===== src/rtl/lfq_pkg.sv =====
// shared types and codes for the linked fifo with free list
`default_nettype none

package lfq_pkg;

  // request codes carried in req_type
  localparam logic REQ_PUSH = 1'b0;
  localparam logic REQ_POP  = 1'b1;

  typedef enum logic [1:0] {
    ST_IDLE   = 2'b01,
    ST_COMMIT = 2'b10
  } lfq_state_t;

  // controller to datapath
  typedef struct packed {
    logic start;   // word accepted, issue slot reads
    logic commit;  // update pointers, links and result register
  } lfq_cmd_t;

endpackage

`default_nettype wire


===== src/rtl/lfq_req_if.sv =====
// request channel: push or pop word
`default_nettype none

interface lfq_req_if #(
  parameter int DATA_WIDTH = 32
);
  logic                  valid;
  logic                  ready;
  logic                  req_type;
  logic [DATA_WIDTH-1:0] data_in;

  modport source (output valid, output req_type, output data_in, input ready);
  modport sink   (input valid, input req_type, input data_in, output ready);
endinterface

`default_nettype wire


===== src/rtl/lfq_rsp_if.sv =====
// response channel: status and popped word
`default_nettype none

interface lfq_rsp_if #(
  parameter int DATA_WIDTH = 32
);
  logic                  valid;
  logic                  ready;
  logic                  ok;
  logic [DATA_WIDTH-1:0] data_out;
  logic                  is_empty;
  logic                  is_full;

  modport source (output valid, output ok, output data_out, output is_empty,
                  output is_full, input ready);
  modport sink   (input valid, input ok, input data_out, input is_empty,
                  input is_full, output ready);
endinterface

`default_nettype wire


===== src/rtl/lfq_ctrl.sv =====
// request sequencer: accept, then commit when the result register is free
`default_nettype none

module lfq_ctrl (
  input  wire logic             clk,
  input  wire logic             rst,
  input  wire logic             req_valid,
  output logic                  req_ready,
  output logic                  rsp_valid,
  input  wire logic             rsp_ready,
  output lfq_pkg::lfq_cmd_t     cmd
);
  import lfq_pkg::*;

  lfq_state_t state;
  lfq_state_t state_next;

  assign req_ready  = (state == ST_IDLE);
  assign cmd.start  = req_valid && req_ready;
  assign cmd.commit = (state == ST_COMMIT) && (!rsp_valid || rsp_ready);

  always_comb begin
    state_next = state;
    unique case (state)
      ST_IDLE: begin
        if (cmd.start) state_next = ST_COMMIT;
      end
      ST_COMMIT: begin
        if (cmd.commit) state_next = ST_IDLE;
      end
      default: state_next = ST_IDLE;
    endcase
  end

  always_ff @(posedge clk) begin
    if (rst) begin
      state     <= ST_IDLE;
      rsp_valid <= 1'b0;
    end else begin
      state <= state_next;
      if (cmd.commit) begin
        rsp_valid <= 1'b1;
      end else if (rsp_ready) begin
        rsp_valid <= 1'b0;
      end
    end
  end

  a_commit_after_start: assert property (@(posedge clk) disable iff (rst)
    cmd.start |=> (state == ST_COMMIT))
    else $error("no commit phase after accepted word");

  a_stall_holds: assert property (@(posedge clk) disable iff (rst)
    (state == ST_COMMIT) && rsp_valid && !rsp_ready |=> (state == ST_COMMIT) && rsp_valid)
    else $error("pending result overwritten");

  a_no_accept_in_commit: assert property (@(posedge clk) disable iff (rst)
    cmd.commit |=> !rsp_valid || state == ST_IDLE)
    else $error("commit did not return to idle");

endmodule

`default_nettype wire


===== src/rtl/lfq_dp.sv =====
// slot memories, list pointers and result register
`default_nettype none

module lfq_dp #(
  parameter int POOL_DEPTH = 16,
  parameter int DATA_WIDTH = 32
) (
  input  wire logic                  clk,
  input  wire logic                  rst,
  input  wire lfq_pkg::lfq_cmd_t     cmd,
  input  wire logic                  req_type,
  input  wire logic [DATA_WIDTH-1:0] data_in,
  output logic                       ok,
  output logic [DATA_WIDTH-1:0]      data_out,
  output logic                       is_empty,
  output logic                       is_full
);
  import lfq_pkg::*;

  localparam int IW = (POOL_DEPTH > 1) ? $clog2(POOL_DEPTH) : 1;
  localparam int LW = $clog2(POOL_DEPTH + 1);
  localparam logic [LW-1:0] NULL_LINK = LW'(POOL_DEPTH);

  logic [DATA_WIDTH-1:0] data_mem [POOL_DEPTH];
  logic [LW-1:0]         next_mem [POOL_DEPTH];

  logic [LW-1:0]         head;
  logic [LW-1:0]         tail;
  logic [LW-1:0]         free_head;
  logic [LW-1:0]         fresh;      // slots at and above this were never taken
  logic                  req_pop;
  logic [DATA_WIDTH-1:0] req_data;
  logic [DATA_WIDTH-1:0] rd_data;
  logic [LW-1:0]         rd_next;

  logic [LW-1:0]         head_next;
  logic [LW-1:0]         tail_next;
  logic [LW-1:0]         free_head_next;
  logic [LW-1:0]         fresh_next;
  logic                  ok_next;
  logic [DATA_WIDTH-1:0] data_out_next;
  logic                  head_ok;
  logic                  tail_ok;
  logic                  free_ok;
  logic                  data_we;
  logic [IW-1:0]         data_wa;
  logic                  next_we;
  logic [IW-1:0]         next_wa;
  logic [LW-1:0]         next_wd;
  logic [IW-1:0]         rd_addr;

  assign head_ok = (head != NULL_LINK);
  assign tail_ok = (tail != NULL_LINK);
  assign free_ok = (free_head != NULL_LINK);
  assign rd_addr = (req_type == REQ_POP) ? head[IW-1:0] : free_head[IW-1:0];

  always_comb begin
    head_next      = head;
    tail_next      = tail;
    free_head_next = free_head;
    fresh_next     = fresh;
    ok_next        = 1'b0;
    data_out_next  = '0;
    data_we        = 1'b0;
    data_wa        = free_head[IW-1:0];
    next_we        = 1'b0;
    next_wa        = tail[IW-1:0];
    next_wd        = free_head;
    if (req_pop == REQ_PUSH) begin
      if (free_ok) begin
        ok_next = 1'b1;
        data_we = 1'b1;
        // a never-used slot links to the next fresh one (null past the end)
        if (free_head == fresh) begin
          free_head_next = fresh + 1'b1;
          fresh_next     = fresh + 1'b1;
        end else begin
          free_head_next = rd_next;
        end
        if (tail_ok) begin
          next_we = 1'b1;
          next_wa = tail[IW-1:0];
          next_wd = free_head;
        end else begin
          head_next = free_head;
        end
        tail_next = free_head;
      end
    end else begin
      if (head_ok) begin
        ok_next       = 1'b1;
        data_out_next = rd_data;
        // tail link is never cleared, so last element is found by head == tail
        if (head == tail) begin
          head_next = NULL_LINK;
          tail_next = NULL_LINK;
        end else begin
          head_next = rd_next;
        end
        next_we        = 1'b1;
        next_wa        = head[IW-1:0];
        next_wd        = free_head;
        free_head_next = head;
      end
    end
  end

  always_ff @(posedge clk) begin
    if (cmd.start) begin
      rd_data <= data_mem[rd_addr];
      rd_next <= next_mem[rd_addr];
    end
    if (cmd.commit && data_we) begin
      data_mem[data_wa] <= req_data;
    end
    if (cmd.commit && next_we) begin
      next_mem[next_wa] <= next_wd;
    end
  end

  always_ff @(posedge clk) begin
    if (cmd.start) begin
      req_pop  <= req_type;
      req_data <= data_in;
    end
    if (cmd.commit) begin
      ok       <= ok_next;
      data_out <= data_out_next;
      is_empty <= (head_next == NULL_LINK);
      is_full  <= (free_head_next == NULL_LINK);
    end
  end

  always_ff @(posedge clk) begin
    if (rst) begin
      head      <= NULL_LINK;
      tail      <= NULL_LINK;
      free_head <= '0;
      fresh     <= '0;
    end else if (cmd.commit) begin
      head      <= head_next;
      tail      <= tail_next;
      free_head <= free_head_next;
      fresh     <= fresh_next;
    end
  end

  a_head_tail_null: assert property (@(posedge clk) disable iff (rst)
    (head == NULL_LINK) == (tail == NULL_LINK))
    else $error("head and tail disagree on empty");

  a_free_below_fresh: assert property (@(posedge clk) disable iff (rst)
    free_head <= fresh && fresh <= NULL_LINK)
    else $error("free list head beyond fill count");

  a_push_fills: assert property (@(posedge clk) disable iff (rst)
    cmd.commit && req_pop == REQ_PUSH && free_ok |=> head != NULL_LINK && !is_empty)
    else $error("successful push left queue empty");

  a_pop_frees: assert property (@(posedge clk) disable iff (rst)
    cmd.commit && req_pop == REQ_POP && head_ok |=> free_head == $past(head) && !is_full)
    else $error("popped slot not returned to free list");

endmodule

`default_nettype wire


===== src/rtl/linked_fifo_with_free_list_core.sv =====
// linked fifo in a slot pool with a lifo free list, top level
//
//   channel   dir  fields                              word
//   req_ch    in   req_type, data_in                   push (0) or pop (1)
//   rsp_ch    out  ok, data_out, is_empty, is_full     one per request
//
// each request has an accept step and a commit step: the accept edge reads the
// data and link of the head slot (pop) or free slot (push) from the synchronous
// slot memories, the commit edge writes back and updates the pointers.
// a new request is accepted in the cycle after commit while the previous
// result may still sit in the output register; a stalled output holds commit.
// rst is synchronous; no memory clearing pass, a fill count stands in for the
// initial free-list links.
`default_nettype none

module linked_fifo_with_free_list_core #(
  parameter int POOL_DEPTH = 16,
  parameter int DATA_WIDTH = 32
) (
  input  wire logic   clk,
  input  wire logic   rst,
  lfq_req_if.sink     req_ch,
  lfq_rsp_if.source   rsp_ch
);
  import lfq_pkg::*;

  lfq_cmd_t cmd;

  lfq_ctrl u_ctrl (
    .clk       (clk),
    .rst       (rst),
    .req_valid (req_ch.valid),
    .req_ready (req_ch.ready),
    .rsp_valid (rsp_ch.valid),
    .rsp_ready (rsp_ch.ready),
    .cmd       (cmd)
  );

  lfq_dp #(
    .POOL_DEPTH (POOL_DEPTH),
    .DATA_WIDTH (DATA_WIDTH)
  ) u_dp (
    .clk      (clk),
    .rst      (rst),
    .cmd      (cmd),
    .req_type (req_ch.req_type),
    .data_in  (req_ch.data_in),
    .ok       (rsp_ch.ok),
    .data_out (rsp_ch.data_out),
    .is_empty (rsp_ch.is_empty),
    .is_full  (rsp_ch.is_full)
  );

endmodule

`default_nettype wire


===== src/flat_wrapper.sv =====
// flat-port wrapper written by rule: the top's interface ports become plain ports
module linked_fifo_with_free_list_core_flat import lfq_pkg::*;
#(
  parameter int POOL_DEPTH = 16,
  parameter int DATA_WIDTH = 32
)
  (clk, rst, req_ch_valid, req_ch_req_type, req_ch_data_in, req_ch_ready, rsp_ch_valid, rsp_ch_ok, rsp_ch_data_out, rsp_ch_is_empty, rsp_ch_is_full, rsp_ch_ready);
  lfq_req_if #(.DATA_WIDTH(DATA_WIDTH)) req_ch_i ();
  lfq_rsp_if #(.DATA_WIDTH(DATA_WIDTH)) rsp_ch_i ();
  input  wire logic clk;
  input  wire logic rst;
  input wire logic [$bits(req_ch_i.valid)-1:0] req_ch_valid;
  input wire logic [$bits(req_ch_i.req_type)-1:0] req_ch_req_type;
  input wire logic [$bits(req_ch_i.data_in)-1:0] req_ch_data_in;
  output wire logic [$bits(req_ch_i.ready)-1:0] req_ch_ready;
  output wire logic [$bits(rsp_ch_i.valid)-1:0] rsp_ch_valid;
  output wire logic [$bits(rsp_ch_i.ok)-1:0] rsp_ch_ok;
  output wire logic [$bits(rsp_ch_i.data_out)-1:0] rsp_ch_data_out;
  output wire logic [$bits(rsp_ch_i.is_empty)-1:0] rsp_ch_is_empty;
  output wire logic [$bits(rsp_ch_i.is_full)-1:0] rsp_ch_is_full;
  input wire logic [$bits(rsp_ch_i.ready)-1:0] rsp_ch_ready;
  assign req_ch_i.valid = req_ch_valid;
  assign req_ch_i.req_type = req_ch_req_type;
  assign req_ch_i.data_in = req_ch_data_in;
  assign req_ch_ready = req_ch_i.ready;
  assign rsp_ch_valid = rsp_ch_i.valid;
  assign rsp_ch_ok = rsp_ch_i.ok;
  assign rsp_ch_data_out = rsp_ch_i.data_out;
  assign rsp_ch_is_empty = rsp_ch_i.is_empty;
  assign rsp_ch_is_full = rsp_ch_i.is_full;
  assign rsp_ch_i.ready = rsp_ch_ready;
  linked_fifo_with_free_list_core #(.POOL_DEPTH(POOL_DEPTH), .DATA_WIDTH(DATA_WIDTH)) u_core (.clk(clk), .rst(rst), .req_ch(req_ch_i), .rsp_ch(rsp_ch_i));
endmodule

===== config.mk =====
export PLATFORM = sky130hd
export DESIGN_NAME = linked_fifo_with_free_list_core_flat
export DESIGN_NICKNAME = d
export VERILOG_FILES = /design/src/rtl/lfq_pkg.sv /design/src/rtl/lfq_req_if.sv /design/src/rtl/lfq_rsp_if.sv /design/src/rtl/lfq_ctrl.sv /design/src/rtl/lfq_dp.sv /design/src/rtl/linked_fifo_with_free_list_core.sv /design/src/flat_wrapper.sv
export SDC_FILE = /design/constraint.sdc
export NUM_CORES = 1
export LEC_CHECK = 0
export BUFFER_PORTS_ARGS = -buffer_cell sky130_fd_sc_hd__buf_2
export CORE_MARGIN = 4
export CORE_UTILIZATION = 45
export CTS_CLUSTER_DIAMETER = 30
export DETAILED_ROUTE_END_ITERATION = 10
export MAX_ROUTING_LAYER = met4
export SETUP_SLACK_MARGIN = 0.2
export SLEW_MARGIN = 40
export SYNTH_ARGS = -nofsm -noshare
export SYNTH_HDL_FRONTEND = slang
export SYNTH_SLANG_ARGS = --single-unit

===== constraint.sdc =====
create_clock -name clk -period 4.5 [get_ports clk]
set_clock_uncertainty 0.15 [all_clocks]
set_input_delay 0.9 -clock clk [delete_from_list [all_inputs] [get_ports clk]]
set_output_delay 0.9 -clock clk [all_outputs]
set_load 0.05 [all_outputs]

==> summary.txt <==
Status
  – Outcome: finished clean

Power
  – P_leak: 11.4 nW
  – Pwr per Cell Area: 528 nW/um2
  – Power, Total: 0.0180 W
  – IR drop worst, VDD: 0.449 mV

Route
  – Vias per inst: 5.66
  – Met1 WL: 26,800 um
  – Met2 wire length: 30,900 um
  – Drt drc: 0
  – TritonRoute pass-1 iters: 5
  – Final wirelength: 62,000 um
  – Top Metal Used: met4
  – Via count: 13,900
  – Post-route ant nets: 0
  – Met3 wire len: 3100 um
  – Detailed Route Iter0 Violations: 1,176
  – DR WL/cell: 25.3 um

Clocking
  – Post-CTS sizing: 0
  – H-tree Lvls: 4
  – Worst-skew pair later-pin latency: 0.72 ns
  – Root buf cell: clkbuf_16
  – Clock sink count: 720
  – Maximum clock insertion buffer count: 3
  – Hold_buf cts: 0
  – CTS tree: yes
  – CTS buffer count: 140
  – CTS clock-pin slew for the worst setup and hold paths: 0.05 ns
  – Post-CTS Setup Inserts: 0

Worst setup path
  – Setup crit start kind: flip-flop
  – WP data required: 4.74 ns
  – Critical path class: reg2reg
  – Setup crit end kind: flip-flop
  – CP arrival: 3.48 ns
  – Reg2reg setup slack: 1.26 ns
  – FF-to-FF Start: u_core.u_dp.free_head[0]
  – R2R cell count: 6
  – Crit path from: u_core.u_dp.free_head[0]
  – Critical path peak fanout: 17

Finish
  – # nets final: 1,600
  – Antenna diode count: 0
  – Finished Layout Cells: 2,448
  – Layout area overhead: 23.1%
  – Layout cells sized above 1: 30.7%

Placement
  – Port bufs: 73
  – HPWL Detailed: 32,400 um
  – Routability cong.: 0.775
  – Placed insts: 2,202

STA
  – Setup violators final: 0
  – FMAX: 0.309 GHz
  – Hold Violations, Final: 0
  – Final max-slew violation count: 0
  – Final TNS setup: 0 ns
  – Least-Margin Pin Slew: 0.835 ns
  – Tcrit/Tclk final: 71.9%
  – Worst relative slew slack: 44.3%
  – Minimum clock period after layout: 3.24 ns
  – Unrepaired setup endpoints after global routing: no

Floorplanning
  – Total die area: 65,600 um2
  – Initial Util: 45.7%
  – Core box area: 60,700 um2
  – Rows: 90
  – I/O pin count: 74
  – Chip Height: 256 um
  – Die extent in x: 256 um

Flow run
  – Maxcap violations: 0

Synthesis
  – Count leader, synth: edfxtp_1
  – Syn. warnings: 0
  – Avg Cell Area, Syn: 20.1 um2
  – Yosys top cell area share: 75.5%
  – Sequential share of the synthesized area: 77.2%
  – Commonest cells in the netlist: 697 x edfxtp_1, 148 x mux4_2, 93 x nand2_1
  – Synth unique cells: 56
  – Post-Syn Area: 27,700 um2
  – Synthesized Nets: 1,418
  – Mapped Cells: 1,380
  – Ranking of synthesized cells by area: edfxtp_1 76%, mux4_2 12%, dfxtp_1 1.7%, and2_1 1.6%, nand2_1 1.3%
  – Cell taking the most area after synthesis: edfxtp_1
  – Ys async rst share: 0%
  – Post-synth EDFFs: 697
  – Synth Flop Type: edfxtp_1
  – Register bit total from synthesis: 720

Global route
  – Pin count of the biggest net entering global routing: 55
  – Tot GR Track Use: 19.8%
  – First-pass GRT wire length: 93,400 um
  – GR Overflow Total: 0
  – Vias in the first global route: 14,500
  – Initial antenna violation count: 2

Hold path
  – Hold Crit Class: in2reg
  – Worst hold stages: 1
  – Hold_sp: req_ch_data_in[20]
==> power breakdown <==
group          leakage [nW]  internal (W)  switching [W]
combinational          2.71      0.000146       0.000217
sequential             6.44       0.00745      0.0000974
clock                  2.24       0.00682        0.00329
total                  11.4        0.0144        0.00361
==> cell families after synthesis <==
group / share of synthesized area, %
buffers and inverters: 1.67
and+or+nand+nor: 4.79
muxes: 12.5
xor gates and xnor gates: 0.474
DFF: 77.2
adders and majority gates: 0.0451
AOI/OAI and AO/OA: 3.39
==> final timing paths <==
check,end
hold / removal,u_core.u_dp.req_data[20]
setup / recovery,u_core.u_dp.data_mem[8][23]
setup reg to reg,u_core.u_dp.data_mem[8][23]
hold reg to reg,u_core.u_ctrl.rsp_valid
==> critical path: stages, from the launching register on <==
cell	delay, ns
dfxtp_1	0.85
nor4_4	0.17
a21o_1	0.26
nor2_1	0.14
nand2_1	0.32
nor2_4	0.66
buf_4	0.36
==> routing by layer <==
layer  global-route usage, %  vias to the layer above
met5                       -                        -
met1                    26.3                     7365
met4                    6.16                        0
li1                        -                     6013
met2                    30.9                      385
met3                    4.42                       97
==> cell type report <==
class                           count  area, um2
Inverter                            5       18.8
Tap cell                          782        978
Fill cell                        4469      26600
Timing Repair Buffer              120        993
Multi-Input combinational cell    575       6060
Clock buffer                      164       3710
Sequential cell                   720      21400
Clock inverter                     82        960
==> sequential cells by signal (all words and copies together), names as in the netlist, 2 cells and up <==
register               flops
u_core.u_ctrl.state        2
u_core.u_dp.data_mem     512
u_core.u_dp.data_out      32
u_core.u_dp.free_head      5
u_core.u_dp.fresh          5
u_core.u_dp.head           5
u_core.u_dp.next_mem      80
u_core.u_dp.rd_data       32
u_core.u_dp.rd_next        5
u_core.u_dp.req_data      32
u_core.u_dp.tail           5
==> layout by cell type (no fill, tap or decap), types with 5 or more instances in the layout <==
| cell type | netlist | layout |
|---|---|---|
| edfxtp_1 | 697 | 697 |
| mux4_2 | 148 | 148 |
| clkbuf_16 | 0 | 144 |
| nand2_1 | 93 | 93 |
| buf_2 | 24 | 73 |
| and2_1 | 73 | 72 |
| nor2_1 | 56 | 44 |
| a211oi_1 | 41 | 41 |
| a31oi_1 | 39 | 39 |
| clkinv_1 | 0 | 27 |
| buf_4 | 8 | 25 |
| buf_12 | 0 | 22 |
| dfxtp_1 | 23 | 22 |
| bufinv_16 | 0 | 17 |
| clkbuf_1 | 35 | 17 |
| a21oi_1 | 16 | 15 |
| nor2_4 | 0 | 12 |
| xor2_1 | 12 | 12 |
| clkinv_2 | 0 | 12 |
| clkinvlp_4 | 0 | 11 |
| o21ai_0 | 10 | 10 |
| nor3_1 | 11 | 7 |
| a22oi_1 | 6 | 6 |
| nand2b_1 | 5 | 5 |
| nand3_1 | 5 | 5 |
| inv_6 | 0 | 5 |
==> per-stage QoR <==
step	instance area, um2	setup WS, ns	util [%]	hold WS [ns]
after floorplan	27700	0.770	-	0.308
after global placement	29400	0.837	48.5	0.316
after detailed placement	29400	0.802	48.5	0.342
after CTS	34100	1.26	56.2	0.163
after global routing	34100	1.10	56.2	0.177
final	34100	1.26	56.2	0.210
Note: power is estimated with default switching activity, not from simulation.
